**src/hdl/qdil_pkg.sv**
```systemverilog
// Package for the quadrature decoder with index latch.
// Beat types, register indexes, field widths and the x4 step decode table.
// No dependencies.
`default_nettype none

package qdil_pkg;

    // Field widths fixed by the port definition
    localparam int POS_W       = 32;
    localparam int CFG_DATA_W  = 16;
    localparam int CFG_INDEX_W = 1;

    // Default storage widths for the top level parameters
    localparam int COUNT_WIDTH_DEF = 32;
    localparam int HOLD_WIDTH_DEF  = 16;

    // Register reset values
    localparam logic                  INDEX_ENABLE_RST = 1'b1;
    localparam logic [CFG_DATA_W-1:0] HOLD_TICKS_RST   = 16'd120;

    // Register indexes
    localparam logic [CFG_INDEX_W-1:0] CFG_INDEX_ENABLE = 1'b0;
    localparam logic [CFG_INDEX_W-1:0] CFG_HOLD_TICKS   = 1'b1;

    // Input beat: one sample of the three pins
    typedef struct packed {
        logic chan_a;
        logic chan_b;
        logic index_level;
    } qdil_in_t;

    // Output beat: reported position and capture flag
    typedef struct packed {
        logic signed [POS_W-1:0] position;
        logic                    index_flag;
    } qdil_out_t;

    // Count change for code {new B, new A, old B, old A}, 3-bit two's complement.
    // A jump of both channels counts as two steps in the A-edge direction.
    function automatic logic signed [2:0] step_delta(input logic [3:0] code);
        logic signed [2:0] d;
        case (code)
            4'd1, 4'd7, 4'd8, 4'd14:   d = 3'sd1;
            4'd2, 4'd4, 4'd11, 4'd13:  d = -3'sd1;
            4'd3, 4'd12:               d = 3'sd2;
            4'd6, 4'd9:                d = -3'sd2;
            default:                   d = 3'sd0;
        endcase
        return d;
    endfunction

endpackage

`default_nettype wire

```
**src/hdl/qdil_core.sv**
```systemverilog
// Decoder core: configuration registers, live count, index latch and hold timer.
// Produces one output beat for each accepted sample. Depends on qdil_pkg.
`default_nettype none

module qdil_core #(
    parameter int COUNT_WIDTH = qdil_pkg::COUNT_WIDTH_DEF,
    parameter int HOLD_WIDTH  = qdil_pkg::HOLD_WIDTH_DEF
) (
    input  wire logic                               clk,
    input  wire logic                               rst_n,
    input  wire logic                               cfg_we,
    input  wire logic [qdil_pkg::CFG_INDEX_W-1:0]   cfg_index,
    input  wire logic [qdil_pkg::CFG_DATA_W-1:0]    cfg_data,
    input  wire logic                               step,
    input  wire qdil_pkg::qdil_in_t                 sample,
    output qdil_pkg::qdil_out_t                     result
);

    logic                            index_enable_reg;
    logic [qdil_pkg::CFG_DATA_W-1:0] hold_ticks_reg;

    logic [1:0]             prev_ab_reg,       prev_ab_next;
    logic [COUNT_WIDTH-1:0] live_count_reg,    live_count_next;
    logic [COUNT_WIDTH-1:0] latched_count_reg, latched_count_next;
    logic [COUNT_WIDTH-1:0] position_reg,      position_next;
    logic [HOLD_WIDTH-1:0]  hold_left_reg,     hold_left_next;
    logic                   flag_reg,          flag_next;

    logic [3:0]        code;
    logic signed [2:0] delta;
    logic              hold_idle;

    // Write configuration registers
    always_ff @(posedge clk or negedge rst_n)
    begin
        if (!rst_n)
        begin
            index_enable_reg <= qdil_pkg::INDEX_ENABLE_RST;
            hold_ticks_reg   <= qdil_pkg::HOLD_TICKS_RST;
        end
        else if (cfg_we)
        begin
            case (cfg_index)
                qdil_pkg::CFG_INDEX_ENABLE: index_enable_reg <= cfg_data[0];
                qdil_pkg::CFG_HOLD_TICKS:   hold_ticks_reg   <= cfg_data;
                default: ;
            endcase
        end
    end

    // Decode the AB transition and advance the live count
    assign code          = {sample.chan_b, sample.chan_a, prev_ab_reg};
    assign delta         = qdil_pkg::step_delta(code);
    assign prev_ab_next  = code[3:2];
    assign live_count_next = live_count_reg
                           + {{(COUNT_WIDTH-3){delta[2]}}, delta};
    assign hold_idle     = (hold_left_reg == '0);

    // Latch on index level, run the hold timer, or follow the live count
    always_comb
    begin
        latched_count_next = latched_count_reg;
        position_next      = position_reg;
        hold_left_next     = hold_left_reg;
        flag_next          = flag_reg;
        if (index_enable_reg)
        begin
            if (sample.index_level && hold_idle)
            begin
                latched_count_next = live_count_next;
                position_next      = live_count_next;
                hold_left_next     = HOLD_WIDTH'(hold_ticks_reg);
                flag_next          = 1'b1;
            end
            else if (!hold_idle)
            begin
                hold_left_next = hold_left_reg - HOLD_WIDTH'(1);
            end
            else
            begin
                flag_next     = 1'b0;
                position_next = live_count_next;
            end
        end
        else
        begin
            position_next = live_count_next;
        end
    end

    // Commit state on each accepted sample
    always_ff @(posedge clk or negedge rst_n)
    begin
        if (!rst_n)
        begin
            prev_ab_reg       <= '0;
            live_count_reg    <= '0;
            latched_count_reg <= '0;
            position_reg      <= '0;
            hold_left_reg     <= '0;
            flag_reg          <= 1'b0;
        end
        else if (step)
        begin
            prev_ab_reg       <= prev_ab_next;
            live_count_reg    <= live_count_next;
            latched_count_reg <= latched_count_next;
            position_reg      <= position_next;
            hold_left_reg     <= hold_left_next;
            flag_reg          <= flag_next;
        end
    end

    // Output beat from the updated state
    assign result.position   = qdil_pkg::POS_W'(position_next);
    assign result.index_flag = flag_next;

endmodule

`default_nettype wire

```
**src/hdl/qdil_out_buf.sv**
```systemverilog
// Two-entry output buffer: a ring of two entries with read and write pointers.
// Decouples the output stall from sample acceptance. Depends on qdil_pkg.
`default_nettype none

module qdil_out_buf (
    input  wire logic                 clk,
    input  wire logic                 rst_n,
    input  wire logic                 push,
    input  wire qdil_pkg::qdil_out_t  push_data,
    output logic                      full,
    output logic                      out_valid,
    input  wire logic                 out_stall,
    output qdil_pkg::qdil_out_t       out_data
);

    qdil_pkg::qdil_out_t entry_reg [2];
    logic                wr_ptr_reg;
    logic                rd_ptr_reg;
    logic [1:0]          count_reg, count_next;
    logic                pop;

    assign pop       = out_valid && !out_stall;
    assign full      = (count_reg == 2'd2);
    assign out_valid = (count_reg != 2'd0);
    assign out_data  = entry_reg[rd_ptr_reg];

    // Track occupancy
    always_comb
    begin
        count_next = count_reg;
        if (push && !pop)
        begin
            count_next = count_reg + 2'd1;
        end
        else if (pop && !push)
        begin
            count_next = count_reg - 2'd1;
        end
    end

    // Advance pointers
    always_ff @(posedge clk or negedge rst_n)
    begin
        if (!rst_n)
        begin
            wr_ptr_reg <= 1'b0;
            rd_ptr_reg <= 1'b0;
            count_reg  <= 2'd0;
        end
        else
        begin
            count_reg <= count_next;
            if (push)
            begin
                wr_ptr_reg <= !wr_ptr_reg;
            end
            if (pop)
            begin
                rd_ptr_reg <= !rd_ptr_reg;
            end
        end
    end

    // Store beats
    always_ff @(posedge clk)
    begin
        if (push)
        begin
            entry_reg[wr_ptr_reg] <= push_data;
        end
    end

endmodule

`default_nettype wire

```
**src/hdl/quadrature_decoder_index_latch.sv**
```systemverilog
// Top level of the x4 quadrature decoder with index latch.
// Instantiates qdil_core and qdil_out_buf; types from qdil_pkg.
//
//   channel | direction | handshake           | beat
//   in      | input     | in_valid / in_stall  | qdil_in_t  (chan_a, chan_b, index_level)
//   out     | output    | out_valid / out_stall| qdil_out_t (position, index_flag)
//   cfg     | input     | cfg_we               | cfg_index, cfg_data
//
// One sample is taken per clock while in_stall is low; its result is buffered for out.
// The count, latch and hold timer update together in qdil_core on each accepted sample.
// A two-entry output buffer holds results; in_stall is high while both entries wait.
// Reset is asynchronous and clears all state but buffer data; registers go to defaults.
`default_nettype none

module quadrature_decoder_index_latch #(
    parameter int COUNT_WIDTH = qdil_pkg::COUNT_WIDTH_DEF,
    parameter int HOLD_WIDTH  = qdil_pkg::HOLD_WIDTH_DEF
) (
    input  wire logic                               clk,
    input  wire logic                               rst_n,
    input  wire logic                               cfg_we,
    input  wire logic [qdil_pkg::CFG_INDEX_W-1:0]   cfg_index,
    input  wire logic [qdil_pkg::CFG_DATA_W-1:0]    cfg_data,
    input  wire logic                               in_valid,
    output logic                                    in_stall,
    input  wire qdil_pkg::qdil_in_t                 in_data,
    output logic                                    out_valid,
    input  wire logic                               out_stall,
    output qdil_pkg::qdil_out_t                     out_data
);

    logic                buf_full;
    logic                accept;
    qdil_pkg::qdil_out_t result;

    // Accept a sample whenever the buffer has room
    assign in_stall = buf_full;
    assign accept   = in_valid && !buf_full;

    qdil_core #(
        .COUNT_WIDTH (COUNT_WIDTH),
        .HOLD_WIDTH  (HOLD_WIDTH)
    ) u_core (
        .clk       (clk),
        .rst_n     (rst_n),
        .cfg_we    (cfg_we),
        .cfg_index (cfg_index),
        .cfg_data  (cfg_data),
        .step      (accept),
        .sample    (in_data),
        .result    (result)
    );

    qdil_out_buf u_out_buf (
        .clk       (clk),
        .rst_n     (rst_n),
        .push      (accept),
        .push_data (result),
        .full      (buf_full),
        .out_valid (out_valid),
        .out_stall (out_stall),
        .out_data  (out_data)
    );

endmodule

`default_nettype wire
```
**config.mk**
```make
export PLATFORM = sky130hd
export DESIGN_NAME = quadrature_decoder_index_latch
export DESIGN_NICKNAME = d
export VERILOG_FILES = /design/src/hdl/qdil_pkg.sv /design/src/hdl/qdil_core.sv /design/src/hdl/qdil_out_buf.sv /design/src/hdl/quadrature_decoder_index_latch.sv
export SDC_FILE = /design/constraint.sdc
export NUM_CORES = 1
export LEC_CHECK = 0
export BUFFER_PORTS_ARGS = -buffer_cell sky130_fd_sc_hd__buf_4
export CAP_MARGIN = 20
export CORE_MARGIN = 1
export CORE_UTILIZATION = 56
export CTS_CLUSTER_SIZE = 40
export DETAILED_ROUTE_END_ITERATION = 16
export PLACE_DENSITY = 0.81
export SLEW_MARGIN = 10
export SYNTH_ARGS = -nofsm -noshare
export SYNTH_HDL_FRONTEND = slang
export SYNTH_SLANG_ARGS = --single-unit
```
**constraint.sdc**
```tcl
create_clock -name clk -period 9.3 [get_ports clk]
set_clock_uncertainty 0.15 [all_clocks]
set_input_delay 1.395 -clock clk [delete_from_list [all_inputs] [get_ports clk]]
set_output_delay 1.395 -clock clk [all_outputs]
set_load 0.03 [all_outputs]
```
==> results of run 1 <==
logic make-up (layout without fill, tap and decap cells):
group / after synthesis / count (layout)
AO/OA/AOI/OAI: 167 / 167
adder cells (fa/ha/maj): 40 / 40
flip-flops: 170 / 170
buffers and inverters: 51 / 119
XOR/XNOR: 38 / 38
AND/OR/NAND/NOR: 319 / 319
multiplexers: 73 / 73
through the flow:
step	setup WS (ns)	instance area (um^2)
finish	3.91	10100
global route	3.74	10100
CTS	3.94	10000
detailed placement	3.49	9500
global placement	3.63	9500
floorplan	4.00	8890
Yosys cell counts (8+ instances only):
library cell and n:
nand2_1 223, dfrtp_1 99, mux2_2 69, edfxtp_1 66, nor2_1 44, o21ai_0 44, a21oi_1 41, ha_1 39
xnor2_1 24, clkbuf_1 21, a21o_1 18, inv_1 18, o21ai_1 15, xor2_1 14, nor3_1 10, o21a_1 9
nand3_1 8
critical path, delay by kind of cell:
family / cells / cell delay, ns
simple gates: 1 / 0.37
buf+inv: 3 / 0.90
mux: 2 / 0.62
compound gates: 8 / 1.82
fa+ha+maj: 1 / 0.41
layout make-up:
type                       instances  share of cell area (%)
sequential                       170                    45.6
multi-input combinational        637                    40.4
timing repair buffer              69                    5.22
clock buffer                      18                    4.27
tap                              211                    2.62
clock inverter                    14                    1.22
inverter                          18                   0.671
final timing paths:
path / to
worst max register to register: u_out_buf.entry_reg[1][32]$_DFFE_PP_
worst max-delay path: u_out_buf.entry_reg[1][32]$_DFFE_PP_
worst min register to register: u_core.position_reg[11]$_DFFE_PN0P_
min in group asynchronous: u_core.position_reg[14]$_DFFE_PN0P_
worst min-delay path: u_core.position_reg[11]$_DFFE_PN0P_
max in group asynchronous: u_core.hold_left_reg[14]$_DFFE_PN0P_
routing by layer:
layer	share of wire (%)	vias up	GRT usage, %
li1	-	3131	-
met1	46	3061	30.6
met2	48	135	39.5
met3	3.8	27	4.72
met4	1.9	0	8.79
met5	0	-	0
==> summary.md, run 1 <==
| Metric | Value |
|---|---|
| Outcome | complete, no violations |
| Data arrival, critical path | 5.52 ns |
| Max clock buf depth | 2 |
| Simple-Gate Fraction of Synth Area | 14.9% |
| Post-Synthesis Net Count | 923 |
| Top-area cell type share of the netlist area | 27.9% |
| Reg-to-reg slack, setup | 4.36 ns |
| Post-Synth Adder-Cell Area | 5.72% |
| Main flop type after synthesis | dfrtp_1 |
| Ys async rst share | 61.2% |
| Least-Margin Pin Slew | 1.07 ns |
| GR Overflow Total | 0 |
| Largest register FFs | 66 |
| Xor-xnor portion of the synthesized cell area | 3.74% |
| Post-CTS setup buffer count | 0 |
| Initial Utilization | 57.8% |
| Synth warn | 0 |
| # resized after CTS | 0 |
| CP Cell Sequence | buf_4 > mux2_2 > a221oi_1 > inv_1 > buf_4 > ha_1 > a21o_1 > o21bai_1 > a221o_1 > a21o_1 > a21oi_2 > o21ai_2 > or3_1 > mux2_2 > a31oi_2 |
| Critical R2R Launch | u_core.prev_ab_reg[0]$_DFFE_PN0P_ |
| Routed wire length | 17.9 mm |
| Setup violators final | 0 |
| EDFF count, synth | 66 |
| Fill cell count | 1203 |
| Final core occ | 65.5% |
| Hold Path Class | flip-flop to flip-flop |
| CTS tree | built |
| Min-delay src | u_core.position_reg[11]$_DFFE_PN0P_ |
| Seq cells post-synth | 170 |
| Critical path origin | in_data[1] |
| Area Overhead vs Synth | 13.2% |
| Slowest cell on the critical path | a221oi_1 |
| DRT Pass-1 Iters | 5 |
| Syn_area_per_cell | 10.4 um^2 |
| Hpwl dp | 12.1 mm |
| Share of cells above drive strength 1 | 20.4% |
| Final period utilization | 58.0% |
| Synth Area in Compound Gates | 12.0% |
| Hold WS | 0.327 ns |
| Post-CTS Hold Buffers | 0 |
| Max Fclk | 186 MHz |
| RSZ-0062 raised after global routing | false |
| H-tree level count | 4 |
| Vias/cell | 5.59 |
| # DRC | 0 |
| CP Class | input port to flip-flop |
| Clock Tree Root | clkbuf_16 |
| Die width | 128 um |
| Worst relative slew slack | 28.3% |
| Pin count of the biggest net entering global routing | 65 |
| Sink count of the clock tree | 170 |
| Port bufs | 59 |
| Max Slew Vio Count | 0 |
| Largest cells by area after synthesis | dfrtp_1, edfxtp_1, nand2_1 |
| Crit-path max cell delay | 0.52 ns |
| Routed Antenna Nets | 0 |
| Worst-path clk slew | 0.06 ns |
| Sequential fraction of the synthesis area | 51.6% |
| Hold depth | 2 |
| Vias | 6354 |
| Total I/O pin count | 60 |
| CP max FO | 19 |
| CTS Buf Count | 17 |
| Most common cell after layout, fill and taps aside | nand2_1 |
| Fin cells | 1137 |
| DRT iter0 DRCs | 440 |
| DIE AREA | 16400 um^2 |
| Number of global-route vias before repair | 6104 |
| Fin crit period | 5.39 ns |
| Largest area contributor in the netlist | dfrtp_1 |
| Register Area | 4590 um^2 |
| Synthesized cell area | 8890 um^2 |
| First-pass GRT wire length | 29.8 mm |
| Number of max-cap violations | 0 |
| Core Rows | 45 |
| Most frequent cells in the layout | nand2_1, dfrtp_1, mux2_2, buf_4, edfxtp_1 |
| GPL Wtd Cong | 0.910 |
| GR Util All Layers | 23.7% |
| Antenna diode count | 0 |
| Die H | 128 um |
| Clk Latency, worst-skew pair | 0.44 ns |
| Setup_tns | 0 ns |
| Mux share of post-synthesis cell area | 9.19% |
| Placed Cells | 1104 |
| Largest family of logic cells by synthesized area | simple AND/OR/NAND/NOR gates |
| Worst setup SP type | input port |
| Hold Fails Final Rpt | 0 |
| DR WL/cell | 15.8 um |
| FF-to-FF path depth | 16 |
| Final #Nets | 978 |
| Data required, critical path | 9.43 ns |
| Syn Inst Count | 858 |
| CP Capture Type | flip-flop |
| Initial antenna violation count | 0 |
| Core ar. | 15400 um^2 |
| Area taken by multi-input logic gates | 4060 um^2 |
| Yosys cell types | 66 |
Power of run 1 is left out: the tool's default activity adds up to more than one toggle a clock period on the data nets, which glitch-free logic cannot reach.
==> run 2: changes to the inputs <==
ABC_AREA = 1   (was unset)
PLACE_DENSITY = 0.8   (was 0.81)
clock period = 5.6 ns   (was 9.3 ns; I/O delays follow)
==> run 2 against run 1 <==
Compared with the run above: cell count is 41% higher; flip-flop and latch count stayed put; die area is 12% higher; worst hold slack worse by 0.045 ns; via count is 33% higher; core utilization is 0.63 points lower; final area is 11% higher; sequential share of layout area is 4.7 points lower; first-iteration DRC count is 75% higher; largest cell class unchanged; clock-buffer cell count stayed put.
==> summary.md, run 2 <==
| Metric | Value |
|---|---|
| Outcome | complete, no violations (unchanged) |
| Routed wire length | 23.1 mm (was 17.9 mm) |
| Core ar. | 17300 um^2 (was 15400 um^2) |
| Die width | 135 um (was 128 um) |
| Setup_tns | 0 ns (unchanged) |
| Syn_area_per_cell | 7.55 um^2 (was 10.4 um^2) |
| FF-to-FF path depth | 16 (unchanged) |
| Clock Tree Root | clkbuf_16 (unchanged) |
| Data arrival, critical path | 3.85 ns (was 5.52 ns) |
| Most common cell after layout, fill and taps aside | nand2_1 (unchanged) |
| Initial antenna violation count | 0 (unchanged) |
| Total I/O pin count | 60 (unchanged) |
| Critical Path End | u_out_buf.entry_reg[0][24]$_DFFE_PP_ (was u_out_buf.entry_reg[1][32]$_DFFE_PP_) |
| Hold Path Class | input port to asynchronous set/reset pin (was flip-flop to flip-flop) |
| Share of cells above drive strength 1 | 10.5% (was 20.4%) |
| Sink count of the clock tree | 170 (unchanged) |
| Syn Inst Count | 1316 (was 858) |
| Reg-to-reg slack, setup | 1.78 ns (was 4.36 ns) |
| Main flop type after synthesis | dfrtp_1 (unchanged) |
| Hold WS | 0.282 ns (was 0.327 ns) |
| Number of max-cap violations | 0 (unchanged) |
| Cell with the most instances after synthesis | nand2_1 (unchanged) |
| RSZ-0062 raised after global routing | false (unchanged) |
| Top-area cell type share of the netlist area | 24.9% (was 27.9%) |
| Vias/cell | 5.26 (was 5.59) |
| Setup violators final | 0 (unchanged) |
| Initial Utilization | 57.5% (was 57.8%) |
| Max Slew Vio Count | 0 (unchanged) |
| Post-synth top cells | nand2_1, inv_1, dfrtp_1, nor2_1, nand3_1 (was nand2_1, dfrtp_1, mux2_2, edfxtp_1) |
| Routed Antenna Nets | 0 (unchanged) |
| Critical R2R Launch | u_core.prev_ab_reg[0]$_DFFE_PN0P_ (unchanged) |
| CP max FO | 33 (was 19) |
| Core Rows | 48 (was 45) |
| Fill cell count | 1448 (was 1203) |
| DRT Pass-1 Iters | 6 (was 5) |
| Peak VDD IR | 0.419 mV |
| CP Class | flip-flop to flip-flop (was input port to flip-flop) |
| Yosys cell types | 42 (was 66) |
| Largest register FFs | 66 (unchanged) |
| Largest area contributor in the netlist | dfrtp_1 (unchanged) |
| Worst setup SP type | flip-flop (was input port) |
| Post-CTS Hold Buffers | 0 (unchanged) |
| GR Util All Layers | 26.8% (was 23.7%) |
| Power Dens Cells | 696 nW/um^2 |
| Pin count of the biggest net entering global routing | 75 (was 65) |
| Reg2reg end | u_out_buf.entry_reg[0][24]$_DFFE_PP_ (was u_out_buf.entry_reg[1][32]$_DFFE_PP_) |
| Synthesized cell area | 9940 um^2 (was 8890 um^2) |
| Fin crit period | 3.82 ns |
| # DRC | 0 (unchanged) |
| GPL Wtd Cong | 0.920 (was 0.910) |
| Clk Latency, worst-skew pair | 0.44 ns (about the same) |
| GR Overflow Total | 0 (unchanged) |
| Largest cells by area after synthesis | dfrtp_1, edfxtp_1, nand2_1 (unchanged) |
| Ys async rst share | 61.2% (unchanged) |
| First-pass GRT wire length | 37.9 mm (was 29.8 mm) |
| Area Overhead vs Synth | 12.8% (was 13.2%) |
| Lkg Pwr | 5.85 nW |
| Number of global-route vias before repair | 7791 (was 6104) |
| Worst relative slew slack | 31.7% (was 28.3%) |
| Most frequent cells in the layout | nand2_1, inv_1, dfrtp_1, nor2_1, nand3_1 (was nand2_1, dfrtp_1, mux2_2, buf_4, edfxtp_1) |
| Sequential fraction of the synthesis area | 46.2% (was 51.6%) |
| CP Capture Type | flip-flop (unchanged) |
| Hpwl dp | 16.3 mm (was 12.1 mm) |
| Final WS setup | 1.78 ns (was 3.91 ns) |
| DIE AREA | 18300 um^2 (was 16400 um^2) |
| DRT iter0 DRCs | 768 (was 440) |
| Max clock buf depth | 2 (unchanged) |
| Least-Margin Pin Slew | 1.02 ns (was 1.07 ns) |
| CTS Buf Count | 17 (unchanged) |
| Worst-path clk slew | 0.07 ns (was 0.06 ns) |
| Post-Synthesis Net Count | 1381 (was 923) |
| Max Fclk | 262 MHz |
| EDFF count, synth | 66 (unchanged) |
| # resized after CTS | 0 (unchanged) |
| H-tree level count | 4 (unchanged) |
| CTS tree | built (unchanged) |
| Synth warn | 0 (unchanged) |
| Seq cells post-synth | 170 (unchanged) |
| Final #Nets | 1433 (was 978) |
| Critical path origin | u_core.prev_ab_reg[0]$_DFFE_PN0P_ (was in_data[1]) |
| Vias | 8446 (was 6354) |
| Die H | 135 um (was 128 um) |
| Post-CTS setup buffer count | 0 (unchanged) |
| DR WL/cell | 14.4 um (was 15.8 um) |
| Data required, critical path | 5.64 ns (was 9.43 ns) |
| Final period utilization | 68.1% |
| Dpl ws | 1.41 ns (was 3.49 ns) |
| Hold Fails Final Rpt | 0 (unchanged) |
| Antenna diode count | 0 (unchanged) |
| Port bufs | 59 (unchanged) |
-- run 2: cell types whose count changed in the layout (fill, tap and decap cells not counted), sizes merged, moves of 9 or more --
cell and change:
nand2 +268, inv +187, mux2 -66, nand3 +62, nor2 +52, a21o -17
or2 +16, a31oi +13, and2 +13, xnor2 -10, a21oi -9, o21ai +9
-- run 2: logic make-up (layout without fill, tap and decap cells) --
group | Yosys count | in the layout | share of synthesized area (%)
and+or+nand+nor | 709 | 709 | 29.3
buffers and inverters | 237 | 302 | 9.39
DFF | 170 | 170 | 46.2
AOI/OAI and AO/OA | 129 | 129 | 7.17
adders and majority gates | 40 | 40 | 5.11
xor gates and xnor gates | 28 | 28 | 2.47
muxes | 3 | 3 | 0.340
-- run 2: power breakdown --
group / switching [mW] / internal (mW) / total (mW)
registers: 0.261 / 1.91 / 2.17
logic: 2.94 / 1.45 / 4.39
clock network: 0.525 / 0.714 / 1.24
-- run 2: worst min path at each step --
stage	slack [ns]	to
5_1_grt	0.34	u_core.position_reg[21]$_DFFE_PN0P_
4_1_cts	0.32	u_out_buf.count_reg[0]$_DFFE_PN0P_
3_5_place_dp	0.31	u_core.position_reg[28]$_DFFE_PN0P_
3_3_place_gp	0.30	u_core.position_reg[16]$_DFFE_PN0P_
6_report	0.28	u_out_buf.count_reg[0]$_DFFE_PN0P_
2_1_floorplan	0.29	u_core.position_reg[22]$_DFFE_PN0P_
-- run 2: worst max-delay path, stage by stage, from the launching register on --
cell,delay [ns]
dfrtp_1,0.40
inv_1,0.09
ha_1,0.20
nand2_1,0.07
inv_1,0.03
o21ai_0,0.36
o21ai_4,0.39
ha_1,0.49
nand2_1,0.11
nor2_1,0.32
and2_1,0.18
nand2_1,0.05
nand2_1,0.16
nand2_1,0.10
nand3_1,0.11
nand3_1,0.13
and2_1,0.21
-- run 2: final cells by class --
cell class	count	area [um^2]	share of cell area [%]
multi-input combinational	909	4450	39.6
tap	225	282	2.51
clock inverter	14	183	1.63
inverter	203	762	6.79
timing repair buffer	67	523	4.66
sequential	170	4590	40.9
clock buffer	18	429	3.83
-- run 2: per-stage QoR --
step	total power [mW]	std cells	instance area, um^2	util, %
floorplan	5.28	1316	9940	-
global placement	6.36	1573	10600	61.1
detailed placement	6.46	1573	10600	61.1
CTS	7.74	1605	11200	64.7
global route	8.45	1606	11200	64.8
finish	7.80	1606	11200	64.8
-- run 2: metal layers --
layer	vias up	track usage, %	wire length (um)
met4	0	8.30	354
met2	303	41.0	10300
met5	-	0	0
met3	31	4.45	1540
met1	3879	39.1	10900
li1	4233	-	-
No activity file was read; power rests on OpenSTA's default activity.
==> run 3: changes to the inputs <==
PLACE_DENSITY = 0.83   (was 0.8)
clock period = 3.35 ns   (was 5.6 ns; I/O delays follow)
==> run 3 against run 2 <==
Compared with the run above: sequential power up 67%; fmax rose by 15%; first-iteration DRC count down 2.7%; clock-buffer cell count stayed put; die area unchanged; wire length grew 0.55%; core utilization rose by 1.3 points; flip-flop and latch count did not move; non-clock buffer count up 13; worst hold slack worse by 0.19 ns; critical path depth rose by 2; critical path type unchanged.
==> summary.md, run 3 (synthesis gave the netlist of run 2 again) <==
| Metric | Value |
|---|---|
| Outcome | complete, no violations (unchanged) |
| Dpl ws | -0.105 ns (was 1.41 ns) |
| Core Rows | 48 (unchanged) |
| CTS tree | built (unchanged) |
| Combinational share of power | 58.6% (was 56.3%) |
| First-pass GRT wire length | 37.5 mm (was 37.9 mm) |
| DIE AREA | 18300 um^2 (unchanged) |
| Fin crit period | 3.32 ns (was 3.82 ns) |
| Peak VDD IR | 0.625 mV (was 0.419 mV) |
| Final WS setup | 0.0344 ns (was 1.78 ns) |
| Data required, critical path | 3.38 ns (was 5.64 ns) |
| DRT iter0 DRCs | 747 (was 768) |
| Power Dens Cells | 1160 nW/um^2 (was 696 nW/um^2) |
| Port bufs | 59 (unchanged) |
| Final period utilization | 99.0% (was 68.1%) |
| Slowest cell on the critical path | ha_2 (was ha_1) |
| Initial antenna violation count | 0 (unchanged) |
| GPL Wtd Cong | 0.966 (was 0.920) |
| Sink count of the clock tree | 170 (unchanged) |
| Die width | 135 um (unchanged) |
| Clk Latency, worst-skew pair | 0.43 ns (was 0.44 ns) |
| Hold Path Class | input port to flip-flop (was input port to asynchronous set/reset pin) |
| GR Overflow Total | 0 (unchanged) |
| Met3 routed WL | 1.45 mm (was 1.54 mm) |
| Least-Margin Pin Slew | 0.718 ns (was 1.02 ns) |
| Share of cells above drive strength 1 | 14.2% (was 10.5%) |
| CP max FO | 32 (was 33) |
| Max clock buf depth | 2 (unchanged) |
| Critical path origin | u_core.prev_ab_reg[0]$_DFFE_PN0P_ (unchanged) |
| DR WL/cell | 14.3 um (was 14.4 um) |
| Die H | 135 um (unchanged) |
| Final core occ | 66.1% (was 64.8%) |
| Initial Utilization | 57.5% (unchanged) |
| Min-delay src | cfg_we |
| Routed wire length | 23.2 mm (was 23.1 mm) |
| CP Capture Type | flip-flop (unchanged) |
| Clock Tree Root | clkbuf_16 (unchanged) |
| Worst relative slew slack | 52.1% (was 31.7%) |
| Critical R2R Launch | u_core.prev_ab_reg[0]$_DFFE_PN0P_ (unchanged) |
| Worst-path clk slew | 0.07 ns (about the same) |
| Largest register FFs | 66 (unchanged) |
| GR Util All Layers | 26.3% (was 26.8%) |
| Hpwl dp | 16.1 mm (was 16.3 mm) |
| Internal power | 6.86 mW (was 4.08 mW) |
| Sw power | 6.35 mW (was 3.72 mW) |
| Vias/cell | 5.30 (was 5.26) |
| H-tree level count | 4 (unchanged) |
| Lkg Pwr | 5.89 nW (was 5.85 nW) |
| Most frequent cells in the layout | nand2_1, inv_1, dfrtp_1, nor2_1, buf_4 (was nand2_1, inv_1, dfrtp_1, nor2_1, nand3_1) |
| Hold Fails Final Rpt | 0 (unchanged) |
| Metal-1 WL | 10.2 mm (was 10.9 mm) |
| Share of power burned in registers | 27.4% (was 27.9%) |
| Data arrival, critical path | 3.35 ns (was 3.85 ns) |
| CTS Buf Count | 17 (unchanged) |
| Fill cell count | 1358 (was 1448) |
| Antenna diode count | 0 (unchanged) |
| Total I/O pin count | 60 (unchanged) |
| Clock Power Share | 13.9% (was 15.9%) |
| # DRC | 0 (unchanged) |
| CP Cell Sequence | inv_1 > ha_1 > nand2_1 > inv_1 > o21ai_2 > o21ai_2 > buf_12 > ha_2 > nand2_1 > inv_1 > nand2_1 > nor3_1 > nand2_2 > nand2_2 > nand2_1 > nand3_1 > nand3_1 > and2_1 (was inv_1 > ha_1 > nand2_1 > inv_1 > o21ai_0 > o21ai_4 > ha_1 > nand2_1 > nor2_1 > and2_1 > nand2_1 > nand2_1 > nand2_1 > nand3_1 > nand3_1 > and2_1) |
| RSZ-0062 raised after global routing | true (was false) |
| Crit-path most repeated cell | nand2_1 (unchanged) |
| Routed wl met2 | 11.1 mm (was 10.3 mm) |
| Pin count of the biggest net entering global routing | 59 (was 75) |
| Setup violators final | 0 (unchanged) |
| Vias | 8579 (was 8446) |
| Number of global-route vias before repair | 7893 (was 7791) |
| Most common cell after layout, fill and taps aside | nand2_1 (unchanged) |
| Max layer used | met4 (unchanged) |
| Crit-path max cell delay | 0.41 ns (was 0.49 ns) |
| Area Overhead vs Synth | 15.0% (was 12.8%) |
| Worst setup SP type | flip-flop (unchanged) |
| Number of max-cap violations | 0 (unchanged) |
| Final #Nets | 1446 (was 1433) |
| Max Slew Vio Count | 0 (unchanged) |
| Max Fclk | 302 MHz (was 262 MHz) |
| Core ar. | 17300 um^2 (unchanged) |
| DRT Pass-1 Iters | 5 (was 6) |
| CP Class | flip-flop to flip-flop (unchanged) |
| Routed Antenna Nets | 0 (unchanged) |
| Sw Ratio | 48.1% (was 47.7%) |
==> run 3: cell count changes in the layout (fill, tap and decap cells not counted), moves of 8 or more <==
cell / change
buf_4: +11
ha_1: -12
nand2_1: -9
nand2_2: +9
nor2_1: -10
nor2_2: +8
==> run 3: per-layer routing <==
layer | vias to the layer above | GRT usage (%)
met5 | - | 0
met4 | 0 | 9.18
met3 | 47 | 4.45
met2 | 317 | 43.2
met1 | 3958 | 35.2
li1 | 4257 | -
==> run 3: path summary, 6_finish.rpt <==
| path | end | slack (ns) | cells after the start |
|---|---|---|---|
| max | u_out_buf.entry_reg[1][31]$_DFFE_PP_ | 0.03 | 18 |
| min | u_core.index_enable_reg$_DFFE_PN1P_ | 0.1 | 2 |
| max reg2reg | u_out_buf.entry_reg[1][31]$_DFFE_PP_ | 0.03 | 18 |
| min reg2reg | u_core.position_reg[30]$_DFFE_PN0P_ | 0.33 | 2 |
| max in group asynchronous | u_core.position_reg[9]$_DFFE_PN0P_ | 1.84 | 3 |
| min in group asynchronous | u_core.position_reg[25]$_DFFE_PN0P_ | 0.46 | 2 |
==> run 3: repair_timing <==
action / 4_1_cts / 5_1_grt
endpoints found under the hold margin: 35 / 0
hold buffers: 1 / 0
setup endpoints to repair: 20 / 62
gates resized for setup: 3 / 44
pin swaps: 0 / 2
setup buffers: 0 / 1
==> run 3: power by group through the flow <==
stage,sequential [mW],clock [mW],combinational (mW)
after global placement,3.59,0,7.08
after CTS,3.60,1.85,7.34
after floorplan,3.51,0,5.33
final,3.63,1.84,7.75
after detailed placement,3.62,0,7.26
after global routing,3.70,1.93,8.64
==> run 3: critical path, delay by kind of cell (launching register included) <==
kind            cells  cell delay (ns)
simple gates       10             1.23
fa+ha+maj           2             0.61
buf+inv             4             0.41
flops               1             0.39
compound gates      2             0.24
==> run 3: per-stage QoR <==
step / cell area (um^2) / setup TNS, ns / hold WS (ns) / power (mW) / std cells
global route: 11400 / -1.55 / 0.0972 / 14.3 / 1619
finish: 11400 / 0 / 0.0955 / 13.2 / 1619
CTS: 11200 / 0 / 0.0899 / 12.8 / 1618
detailed placement: 10700 / -0.389 / 0.312 / 10.9 / 1585
global placement: 10700 / -0.0546 / 0.304 / 10.7 / 1585
floorplan: 9950 / 0 / 0.0569 / 8.84 / 1316
==> run 3: cell type report <==
| class | instances | area (um^2) | share of cell area (%) |
|---|---|---|---|
| well taps | 225 | 282 | 2.46 |
| clock buffers | 18 | 429 | 3.75 |
| clock inverters | 14 | 115 | 1.01 |
| inverters | 203 | 762 | 6.66 |
| repair buffers | 80 | 628 | 5.49 |
| flip-flops and latches | 170 | 4590 | 40.1 |
| multi-input cells | 909 | 4630 | 40.5 |
